**src/rtl/lzwd_pkg.sv**
```systemverilog
// lzwd_pkg: shared types, constants and helpers for the 12-bit LZW decoder
// depends on nothing; used by the memories, the parser, the top level and the bench

package lzwd_pkg;

  // stream and table geometry
  localparam int DICT_ENTRIES = 4096;
  localparam int STACK_DEPTH  = 4096;
  localparam int FIRST_CODE   = 256;
  localparam int DICT_SLOTS   = DICT_ENTRIES - FIRST_CODE;
  localparam int DICT_AW      = $clog2(DICT_SLOTS);
  localparam int STACK_AW     = $clog2(STACK_DEPTH);
  localparam int CODE_W       = 12;
  localparam int NF_W         = CODE_W + 1;
  localparam int CNT_W        = STACK_AW + 1;
  localparam int REM_W        = 15;

  // item commands
  localparam logic CMD_PUSH = 1'b0;
  localparam logic CMD_PULL = 1'b1;

  // result status codes
  localparam logic [1:0] STAT_BYTE    = 2'd0;
  localparam logic [1:0] STAT_NEED    = 2'd1;
  localparam logic [1:0] STAT_TAKEN   = 2'd2;
  localparam logic [1:0] STAT_REFUSED = 2'd3;

  typedef enum logic [2:0] {
    PH_HDR_LO,
    PH_HDR_HI,
    PH_LOW_A,
    PH_LOW_B,
    PH_HIGH
  } parse_phase_t;

  typedef enum logic [1:0] {
    DS_IDLE,
    DS_POP,
    DS_WALK
  } dec_state_t;

  // one dictionary entry: predecessor code and appended symbol
  typedef struct packed {
    logic [CODE_W-1:0] prev;
    logic [7:0]        sym;
  } dict_ent_t;

  // parser status seen by the decode control
  typedef struct packed {
    logic              pend_valid;
    logic [CODE_W-1:0] pend_code;
    logic              new_block;
  } parse_stat_t;

  // header word divided by 3, by reciprocal multiply (exact for 16-bit words)
  function automatic logic [REM_W-1:0] div3(input logic [15:0] w);
    logic [31:0] p;
    p = 32'(w) * 32'd43691;
    return p[31:17];
  endfunction

endpackage

```
**src/rtl/lzwd_parser.sv**
```systemverilog
// lzwd_parser: block header and 12-bit code unpacking from pushed bytes
// depends on lzwd_pkg; holds one pending code until the decode control takes it

module lzwd_parser
  import lzwd_pkg::*;
(
  input  logic        clk,
  input  logic        rst,
  input  logic        push,
  input  logic [7:0]  push_byte,
  input  logic        take,
  output parse_stat_t stat
);

  parse_phase_t      phase, phase_next;
  logic [7:0]        low, low_next;
  logic [3:0]        nib, nib_next;
  logic [REM_W-1:0]  remaining, remaining_next;
  logic              pend_valid, pend_valid_next;
  logic [CODE_W-1:0] pend_code, pend_code_next;
  logic              new_block;
  logic              live_push;
  logic [REM_W-1:0]  rem_dec;
  logic [REM_W-1:0]  hdr_count;

  assign live_push = push && !pend_valid;
  assign rem_dec   = remaining - REM_W'(1);
  assign hdr_count = div3({push_byte, low});

  // phase sequencing and code assembly
  always_comb begin
    phase_next      = phase;
    low_next        = low;
    nib_next        = nib;
    remaining_next  = remaining;
    pend_valid_next = pend_valid;
    pend_code_next  = pend_code;
    new_block       = 1'b0;
    if (take) begin
      pend_valid_next = 1'b0;
    end
    if (live_push) begin
      case (phase)
        PH_HDR_LO: begin
          low_next   = push_byte;
          phase_next = PH_HDR_HI;
        end
        PH_HDR_HI: begin
          remaining_next = hdr_count;
          new_block      = 1'b1;
          phase_next     = (hdr_count != '0) ? PH_LOW_A : PH_HDR_LO;
        end
        PH_LOW_A: begin
          low_next   = push_byte;
          phase_next = PH_LOW_B;
        end
        PH_LOW_B: begin
          nib_next        = push_byte[7:4];
          pend_code_next  = {push_byte[3:0], low};
          pend_valid_next = 1'b1;
          remaining_next  = rem_dec;
          phase_next      = (rem_dec != '0) ? PH_HIGH : PH_HDR_LO;
        end
        PH_HIGH: begin
          pend_code_next  = {push_byte, nib};
          pend_valid_next = 1'b1;
          remaining_next  = rem_dec;
          phase_next      = (rem_dec != '0) ? PH_LOW_A : PH_HDR_LO;
        end
        default: begin
          phase_next = PH_HDR_LO;
        end
      endcase
    end
  end

  // control registers
  always_ff @(posedge clk) begin
    if (rst) begin
      phase      <= PH_HDR_LO;
      low        <= '0;
      nib        <= '0;
      remaining  <= '0;
      pend_valid <= 1'b0;
      pend_code  <= '0;
    end else begin
      phase      <= phase_next;
      low        <= low_next;
      nib        <= nib_next;
      remaining  <= remaining_next;
      pend_valid <= pend_valid_next;
      pend_code  <= pend_code_next;
    end
  end

  assign stat.pend_valid = pend_valid;
  assign stat.pend_code  = pend_code;
  assign stat.new_block  = new_block;

endmodule

```
**config.mk**
```make
export PLATFORM = sky130hd
export DESIGN_NAME = lzwd_parser
export DESIGN_NICKNAME = d
export VERILOG_FILES = /design/src/rtl/lzwd_pkg.sv /design/src/rtl/lzwd_parser.sv
export SDC_FILE = /design/constraint.sdc
export NUM_CORES = 1
export LEC_CHECK = 0
export CAP_MARGIN = 30
export CORE_MARGIN = 2
export CORE_UTILIZATION = 55
export DETAILED_ROUTE_END_ITERATION = 10
export DONT_BUFFER_PORTS = 1
export PLACE_DENSITY = 0.71
export SLEW_MARGIN = 20
export SYNTH_ARGS = -nofsm -noshare
export SYNTH_HDL_FRONTEND = slang
export SYNTH_SLANG_ARGS = --single-unit
```
**constraint.sdc**
```tcl
create_clock -name clk -period 9.47 [get_ports clk]
set_input_delay 0.947 -clock clk [delete_from_list [all_inputs] [get_ports clk]]
set_output_delay 0.947 -clock clk [all_outputs]
set_load 0.01 [all_outputs]
```
==> metrics, run 1 <==
cell taking the most area after synthesis ha_1; post-CTS setup repair buffer count 0; sw frac 0.550; FF+latch count, synth 43; Cells after DPL 1,011; R2R Setup Slk 3000 ps; Remaining Overflow, GRT 0; Post-Syn Instances 864; HP Start nib[2]$_SDFFE_PP0P_; DIE AREA 0.0142 mm2; cts hold-fix bufs 0; port bufs 0; RSZ-0062 raised after global routing no; status completed; placed inst area 0.00738 mm2; Avg Synthesized Cell Area 8.42 um2; fin. max-slew vios 0; Via density 5.71; maximum clock frequency 0.154 GHz; CTS Buf Count 5; Antenna Nets Post-Route 0; CTS clk-pin slew, worst paths 70 ps; Post-CTS Resized 0; Post-DP HPWL 15.0 mm; sw power 1.31 mW; power per cell area 315 mW/mm2; initial antenna violation count 0; die height 119 um; worst flop-to-flop path endpoint phase[1]$_SDFFE_PP0P_; DRT iter0 DRCs 414; Leak 3.81 nW; largest net degree at the start of global routing 44; area grow syn2layout 3.51%; top cells by count, synth inv_1 (170), ha_1 (130), fa_1 (78); All-Layer GR Usage 0.266; Pre-antenna DRT Iters 5; Clock Power Share 0.075; Distinct cells, synth 69; Hold/Removal Path Class reg -> reg; minimum clock period 6470 ps; Final TNS setup 0 ps; Startpoint Class flip-flop; Clock Tree Root clkbuf_16; Final Routed Wirelength 17.8 mm; Int Pwr 1.07 mW; number of global-route vias before repair 5,736; Initial Util 0.556; RR Startpoint low[1]$_SDFFE_PP0P_; clk_skew 5.50 ps; Routability Congestion 0.971; non-filler instance count after layout 1,019; Nets 1,062; Syn Nets 1,084; Final setup viols 0; vias post-DR 5,817; n_diodes 0; Async SR Flop Fraction 0; Worst IR Drop VDD 0.197 mV; layout cells sized above 1 0.0320; critical path arrival 6630 ps; CORE AREA 0.0131 mm2; post-synthesis sequential area ratio 0.118; Hold EP nib[2]$_SDFFE_PP0P_; Hold Vio Cnt, Final 0; Hold Path Depth 2; crit share post-route 0.684; DIE WIDTH 119 um; count leader, synth inv_1; Crit Path Max Fanout 9; Final Instance Area 0.00753 mm2; Max Cap Viol 0; critical path endpoint category flip-flop; CTS tree built; mapped cell area 0.00728 mm2; crit path from low[1]$_SDFFE_PP0P_; Layout fillers 1,172; CTS Buffer Depth 2; critical path type reg -> reg; Combinational Power Share 0.824; Synth area leaders ha_1 (22%), fa_1 (21%), dfxtp_1 (12%); Worst-Margin Slew 905 ps; drc violations 0; hold_ws 494 ps; Site Rows 42; Reg power frac 0.101; Data required, critical path 9630 ps; Yosys top cell area share 0.223; clock sink count 43; number of synthesized flops with an enable pin 0; wire per inst 17.4 um; worst skew pair latency 300 ps; IO Pins 26; Synth warnings 0; first-pass GRT wire length 29.9 mm; prevailing post-synth register cell dfxtp_1; CTS HTree Levels 2; Reg2Reg Depth 18; Max-slew headroom 0.395
-- final cells by class --
cell class              count  area [um2]  share of cell area
multi-input cells         618        5640               0.748
clock buffers               5         125              0.0166
flip-flops and latches     43         861               0.114
well taps                 176         220              0.0292
inverters                 170         638              0.0847
clock inverters             3        25.0             0.00332
repair buffers              4        27.5             0.00365
-- how the worst max path moves through the flow --
| stage | depth (start not counted) | to | slack [ps] |
|---|---|---|---|
| global placement | 17 | phase[1]$_SDFFE_PP0P_ | 2990 |
| CTS | 18 | phase[1]$_SDFFE_PP0P_ | 3030 |
| detailed placement | 17 | phase[1]$_SDFFE_PP0P_ | 3010 |
| floorplan | 20 | phase[1]$_SDFFE_PP0P_ | 3420 |
| global route | 18 | phase[1]$_SDFFE_PP0P_ | 2560 |
| finish | 18 | phase[1]$_SDFFE_PP0P_ | 3000 |
-- critical path: stages (launching register included) --
cell and delay, ps:
dfxtp_1 640, ha_1 380, xor2_1 170, ha_1 280
inv_1 60, fa_1 530, inv_1 50, fa_1 520
fa_1 520, fa_1 510, ha_1 410, a211oi_1 290
nor2_1 80, o32ai_1 610, nand3_1 220, a211oi_1 310
xor2_1 150, a2111oi_0 430, a41oi_1 170
-- per-layer routing --
metal / part of all wire / GRT usage / vias up
met1: 0.45 / 0.360 / 2754
met3: 0.044 / 0.0412 / 41
met5: 0 / 0 / -
met4: 0.035 / 0.0856 / 0
li1: - / - / 2856
met2: 0.47 / 0.436 / 166
-- cell families after synthesis --
group,Yosys count,synth area share
xor gates and xnor gates,21,0.0253
buffers and inverters,203,0.108
muxes,9,0.0125
DFF,43,0.118
AOI/OAI and AO/OA,166,0.151
adders and majority gates,208,0.438
and+or+nand+nor,214,0.147
-- power by group through the flow --
stage / Clock [mW] / Combinational (mW) / Sequential (mW)
finish: 0.179 / 1.95 / 0.239
detailed placement: 0 / 1.92 / 0.242
global route: 0.188 / 2.21 / 0.242
CTS: 0.181 / 1.94 / 0.238
global placement: 0 / 1.92 / 0.242
floorplan: 0 / 1.53 / 0.224
-- sequential cells by signal, summed over array words and instances, names as in the netlist --
signal      count
phase           3
pend_code      12
remaining      15
nib             4
low             8
pend_valid      1
-- layout by cell type (no fill, tap or decap), types with 3 or more instances in the layout --
cell type and instances:
a22oi_1 5, nand2b_1 9, a311oi_1 3, a21o_1 10
nand4b_1 3, buf_4 3, o211ai_1 5, nor4_2 3
ha_1 130, o21a_1 3, o21ai_0 29, nor3_1 20
a31oi_1 3, o21bai_1 5, and3_1 6, nand3_1 11
nand2_1 57, nor4_1 4, a21boi_0 3, fa_1 78
nand4_1 8, a211oi_1 22, clkbuf_16 5, xor2_1 13
o22ai_1 3, a21oi_1 48, inv_1 170, mux2i_1 8
nor2_1 67, xnor2_1 8, a221oi_1 3, dfxtp_1 43
or3_1 8
-- through the flow --
stage                     worst slack, ps  power, mW  utilization
after floorplan                      3420       1.75            -
after global placement               2990       2.16        0.564
after detailed placement             3010       2.16        0.564
after CTS                            3030       2.36        0.576
after global routing                 2560       2.64        0.576
final                                3000       2.37        0.576
Note: power is estimated with default switching activity, not from simulation.
==> inputs of run 2 (changes only) <==
--- a/config.mk
+++ b/config.mk
@@ -10,7 +10,7 @@
 export CORE_UTILIZATION = 55
 export DETAILED_ROUTE_END_ITERATION = 10
 export DONT_BUFFER_PORTS = 1
-export PLACE_DENSITY = 0.71
+export PLACE_DENSITY = 0.74
 export SLEW_MARGIN = 20
 export SYNTH_ARGS = -nofsm -noshare
 export SYNTH_HDL_FRONTEND = slang
==> constraint.sdc (replaced) <==
create_clock -name clk -period 5.5 [get_ports clk]
set_input_delay 0.55 -clock clk [delete_from_list [all_inputs] [get_ports clk]]
set_output_delay 0.55 -clock clk [all_outputs]
set_load 0.01 [all_outputs]
==> run 2 against run 1 <==
- sequential share of layout area fell by 1.5 points
- via count is 10% higher
- fmax is 18% higher
- cell area grew 18%
- largest cell class unchanged
- highest routed layer unchanged
==> metrics, run 2 (synthesis results as in run 1) <==
critical path type reg -> reg; Worst-Margin Slew 757 ps (-147 ps); wire per inst 18.2 um (+4.3%); worst path cell trace ha_4 -> xor2_2 -> ha_2 -> inv_1 -> fa_1 -> inv_1 -> fa_1 -> fa_1 -> fa_1 -> ha_4 -> a211oi_2 -> nor2_1 -> o32ai_2 -> nand3_1 -> buf_4 -> a21oi_1 -> o211ai_1 -> nor4_2 -> a41oi_2; Leak 4.32 nW (+13%); Via density 5.74 (+0.62%); CTS clk-pin slew, worst paths 70 ps (about the same); max FFs per register 15 (unchanged); critical path arrival 5640 ps (-990 ps); critical path endpoint category flip-flop; R2R Setup Slk 20 ps (-2970 ps); PnR worst setup slack 24.9 ps (-2970 ps); Initial Util 0.556 (unchanged); number of global-route vias before repair 6,455 (+13%); largest net degree at the start of global routing 44 (unchanged); first-pass GRT wire length 32.1 mm (+7.3%); Nets 1,159 (+9.1%); RSZ-0062 raised after global routing yes; clock sink count 43 (unchanged); status completed; Final setup viols 0 (unchanged); Cells after DPL 1,096 (+8.4%); Data required, critical path 5670 ps (-3960 ps); slowest CP cell fa_1; power per cell area 669 mW/mm2 (+110%); instance count on the critical path 19 (+1); Startpoint Class flip-flop; fin. max-slew vios 0 (unchanged); pre-CTS WS -323 ps (-3330 ps); Worst setup endpoint phase[1]$_SDFFE_PP0P_; CTS HTree Levels 2 (unchanged); CORE AREA 0.0131 mm2 (unchanged); Final Routed Wirelength 20.3 mm (+14%); CTS tree built; vias post-DR 6,410 (+10%); Max-slew headroom 0.495 (+0.101); Max Cap Viol 0 (unchanged); most common cell after layout, fill and taps aside inv_1; DIE AREA 0.0142 mm2 (unchanged); Final Util 0.679 (+0.104); non-filler instance count after layout 1,116 (+9.5%); DRT iter0 DRCs 567 (+37%); Reg2Reg Depth 19 (+1); drc violations 0 (unchanged); Remaining Overflow, GRT 0 (unchanged); Hold/Removal Path Class in -> reg; worst skew pair latency 290 ps (about the same); Crit Path Max Fanout 5 (-4); All-Layer GR Usage 0.285 (+0.0188); most frequent CP cell fa_1; commonest non-fill, non-tap cells in the layout inv_1 (166), ha_1 (103), buf_4 (99); crit path from low[3]$_SDFFE_PP0P_; layout cells sized above 1 0.220 (+0.188); RR Startpoint low[3]$_SDFFE_PP0P_; max incr delay on CP 550 ps (-90 ps); largest registers remaining x15, pend_code x12, low x8; clk_skew 6.16 ps (+0.661 ps); CTS Buf Count 5 (unchanged); Post-DP HPWL 15.8 mm (+5.2%); Antenna Nets Post-Route 0 (unchanged); worst flop-to-flop path endpoint phase[1]$_SDFFE_PP0P_; IO Pins 26 (unchanged); Routability Congestion 0.996 (+2.5%); Pre-antenna DRT Iters 5 (unchanged); WP buf/inv 3 (+1); n_diodes 0 (unchanged); Biggest register remaining; maximum clock frequency 0.183 GHz (+18%); Clock Tree Root clkbuf_16; area grow syn2layout 22.1%; Site Rows 42 (unchanged); Final TNS setup 0 ps (unchanged); initial antenna violation count 0 (unchanged); hold_ws 316 ps (-178 ps); DIE WIDTH 119 um (unchanged); Worst IR Drop VDD 0.450 mV (+130%); minimum clock period 5480 ps (-1000 ps); Hold Vio Cnt, Final 0 (unchanged); crit share post-route 0.995 (+0.312); die height 119 um (unchanged); CP delay by family, top adder cells; port bufs 0 (unchanged); CTS Buffer Depth 2 (unchanged)
-- run 2: routing by layer --
| layer | up-vias | GRT usage | wire, um |
|---|---|---|---|
| met5 | - | 0 | 0 |
| met4 | 0 | 0.111 | 906 |
| met3 | 60 | 0.0340 | 852 |
| met2 | 210 | 0.487 | 9980 |
| met1 | 3097 | 0.367 | 8550 |
| li1 | 3043 | - | - |
-- run 2: where the power goes --
group	internal, mW	leakage, nW	switching [mW]
Sequential	0.343	0.354	0.0620
Combinational	2.56	3.90	2.68
Clock	0.170	0.0664	0.139
Total	3.07	4.32	2.88
-- run 2: repair_timing --
| action | 4_1_cts | 5_1_grt |
|---|---|---|
| resized for setup | 37 | 63 |
| hold buffers | 0 | 0 |
| setup endpoints to repair | 7 | 11 |
| setup buffers | 2 | 9 |
| pin swaps | 16 | 56 |
-- run 2: through the flow --
| step | total power [mW] | cell area (um2) |
|---|---|---|
| after CTS | 5.27 | 8470 |
| after floorplan | 3.10 | 7340 |
| final | 5.95 | 8890 |
| after global placement | 4.58 | 8070 |
| after detailed placement | 4.61 | 8080 |
| after global routing | 6.47 | 8890 |
-- run 2: layout make-up --
type	instances	area (um2)
Sequential cell	43	886
Fill cell	991	4200
Tap cell	176	220
Clock buffer	5	125
Timing Repair Buffer	101	759
Multi-Input combinational cell	618	6240
Clock inverter	3	23.8
Inverter	170	638
-- run 2: worst min path at each step --
stage,from,to,slack [ps],cells after the start
after floorplan,nib[0]$_SDFFE_PP0P_,nib[0]$_SDFFE_PP0P_,450,2
after global placement,low[4]$_SDFFE_PP0P_,low[4]$_SDFFE_PP0P_,450,2
after detailed placement,low[4]$_SDFFE_PP0P_,low[4]$_SDFFE_PP0P_,460,2
after CTS,rst,phase[0]$_SDFFE_PP0P_,310,1
after global routing,rst,pend_valid$_SDFF_PP0_,310,1
final,rst,phase[0]$_SDFFE_PP0P_,320,1
==> inputs of run 3 (changes only) <==
--- a/config.mk
+++ b/config.mk
@@ -11,6 +11,7 @@
 export DETAILED_ROUTE_END_ITERATION = 10
 export DONT_BUFFER_PORTS = 1
 export PLACE_DENSITY = 0.74
+export REMOVE_ABC_BUFFERS = 1
 export SLEW_MARGIN = 20
 export SYNTH_ARGS = -nofsm -noshare
 export SYNTH_HDL_FRONTEND = slang
==> run 3 against run 2 <==
- non-clock buffer count is 12 higher
- largest cell class unchanged
- critical endpoint unchanged
- routed wire length is 1.3% higher
- die area unchanged
- sequential power is essentially flat
- combinational power is 1% higher
- cell count up 1.1%
- cell area grew 1.4%
- core utilization up 0.96 points
==> metrics, run 3 (synthesis results as in run 1) <==
status completed; Site Rows 42 (unchanged); IO Pins 26 (unchanged); CTS HTree Levels 2 (unchanged); pre-CTS WS -423 ps (-101 ps); slowest CP cell fa_2; Final TNS setup 0 ps (unchanged); sw power 2.88 mW (about the same); Clock Power Share 0.051 (about the same); crit share post-route 0.990 (-0.00520); Combinational Power Share 0.882 (+0.002); Remaining Overflow, GRT 0 (unchanged); die height 119 um (unchanged); Startpoint Class flip-flop; most common cell after layout, fill and taps aside inv_1; vias post-DR 6,420 (+0.16%); critical path type reg -> reg; number of global-route vias before repair 6,302 (-2.4%); Leak 4.36 nW (+0.94%); DIE AREA 0.0142 mm2 (unchanged); worst skew pair latency 290 ps (about the same); Pre-antenna DRT Iters 5 (unchanged); n_diodes 0 (unchanged); drc violations 0 (unchanged); layout cells sized above 1 0.234 (+0.0140); Clock Tree Root clkbuf_16; Int Pwr 3.14 mW (+2.1%); Crit Path Max Fanout 4 (-1); CORE AREA 0.0131 mm2 (unchanged); Final Routed Wirelength 20.5 mm (+1.3%); Hold/Removal Path Class in -> reg; Post-DP HPWL 16.3 mm (+3.3%); max incr delay on CP 560 ps (about the same); CTS Buf Count 5 (unchanged); RSZ-0062 raised after global routing yes; Worst-Margin Slew 913 ps (+156 ps); DIE WIDTH 119 um (unchanged); Max-slew headroom 0.389 (-0.106); Reg power frac 0.067 (about the same); critical path endpoint category flip-flop; Routability Congestion 0.954 (-4.2%); fin. max-slew vios 0 (unchanged); maximum clock frequency 0.184 GHz (+0.52%); max FFs per register 15 (unchanged); Worst IR Drop VDD 0.579 mV (+29%); clock sink count 43 (unchanged); Via density 5.69 (-0.91%); Antenna Nets Post-Route 0 (unchanged); All-Layer GR Usage 0.290 (+0.00500); Hold Vio Cnt, Final 0 (unchanged); critical path arrival 5610 ps (-30 ps); worst path cell trace ha_4 -> xor2_2 -> ha_4 -> inv_2 -> fa_1 -> inv_1 -> fa_2 -> fa_2 -> fa_1 -> ha_4 -> buf_6 -> nand4_1 -> buf_4 -> nor2_1 -> a22oi_2 -> buf_4 -> a21oi_4 -> o21ai_1 -> a2111o_1 -> nor4_2 -> a41oi_1; CTS Buffer Depth 2 (unchanged); first-pass GRT wire length 32.2 mm (+0.45%); commonest non-fill, non-tap cells in the layout inv_1 (166), buf_4 (108), ha_1 (102); area grow syn2layout 23.9%; PnR worst setup slack 53.5 ps (+28.6 ps); Nets 1,171 (+1.0%); most frequent CP cell ha_4; Initial Util 0.556 (unchanged); CTS clk-pin slew, worst paths 70 ps (about the same); largest net degree at the start of global routing 44 (unchanged); minimum clock period 5450 ps (-28.6 ps); port bufs 0 (unchanged); Biggest register remaining; clk_skew 3.04 ps (-3.12 ps); Data required, critical path 5660 ps (about the same); CTS tree built; Final setup viols 0 (unchanged); Pwr Total 6.02 mW (+1.1%); wire per inst 18.2 um (+0.18%); sw frac 0.479 (-0.00506); initial antenna violation count 0 (unchanged); power per cell area 668 mW/mm2 (-0.26%); DRT iter0 DRCs 537 (-5.3%); Max Cap Viol 0 (unchanged); largest registers remaining x15, pend_code x12, low x8
run 3: power groups by stage:
| stage | clock, mW | sequential [mW] | combinational [mW] |
|---|---|---|---|
| floorplan | 0 | 0.395 | 2.57 |
| global placement | 0 | 0.406 | 4.21 |
| detailed placement | 0 | 0.408 | 4.25 |
| CTS | 0.311 | 0.403 | 4.55 |
| global route | 0.322 | 0.412 | 5.77 |
| finish | 0.307 | 0.405 | 5.31 |
run 3: final timing paths:
path	start	to	slack [ps]	depth (start not counted)
max reg2reg	low[3]$_SDFFE_PP0P_	phase[1]$_SDFFE_PP0P_	50	21
max	low[3]$_SDFFE_PP0P_	phase[1]$_SDFFE_PP0P_	50	21
min reg2reg	nib[2]$_SDFFE_PP0P_	nib[2]$_SDFFE_PP0P_	500	2
min	rst	low[4]$_SDFFE_PP0P_	320	1
run 3: area by class of cell:
type	instances	area, um2
clock buffer	5	125
clock inverter	3	23.8
fill	967	4070
inverter	170	638
multi-input combinational	618	6250
sequential	43	888
tap	176	220
timing repair buffer	113	870
run 3: routing by layer:
metal,vias to the layer above,track usage,share of wire
met5,-,0,0
met4,0,0.122,0.040
met3,56,0.0302,0.047
met2,216,0.502,0.51
met1,3083,0.367,0.40
li1,3065,-,-
run 3: what timing repair did:
action | in CTS | in global routing
endpoints found under the setup margin | 9 | 10
pin swaps | 23 | 61
hold buffers | 0 | 0
buffers inserted | 2 | 5
gates cloned | 0 | 0
gates resized for setup | 36 | 84
run 3: through the flow:
stage          area, um2  hold WS (ps)  cells  utilization
2_1_floorplan       7130           454    831            -
3_3_place_gp        8150           466   1113        0.623
3_5_place_dp        8150           487   1113        0.623
4_1_cts             8520           307   1123        0.651
5_1_grt             9010           307   1128        0.689
6_report            9010           316   1128        0.689
run 3: worst max-delay path: cells and delay by family, from the launching register on:
family,cells,cell delay (ps)
compound gates,5,800
xor+xnor,1,150
fa+ha+maj,7,2820
buf+inv,5,570
flops,1,380
simple gates,3,560
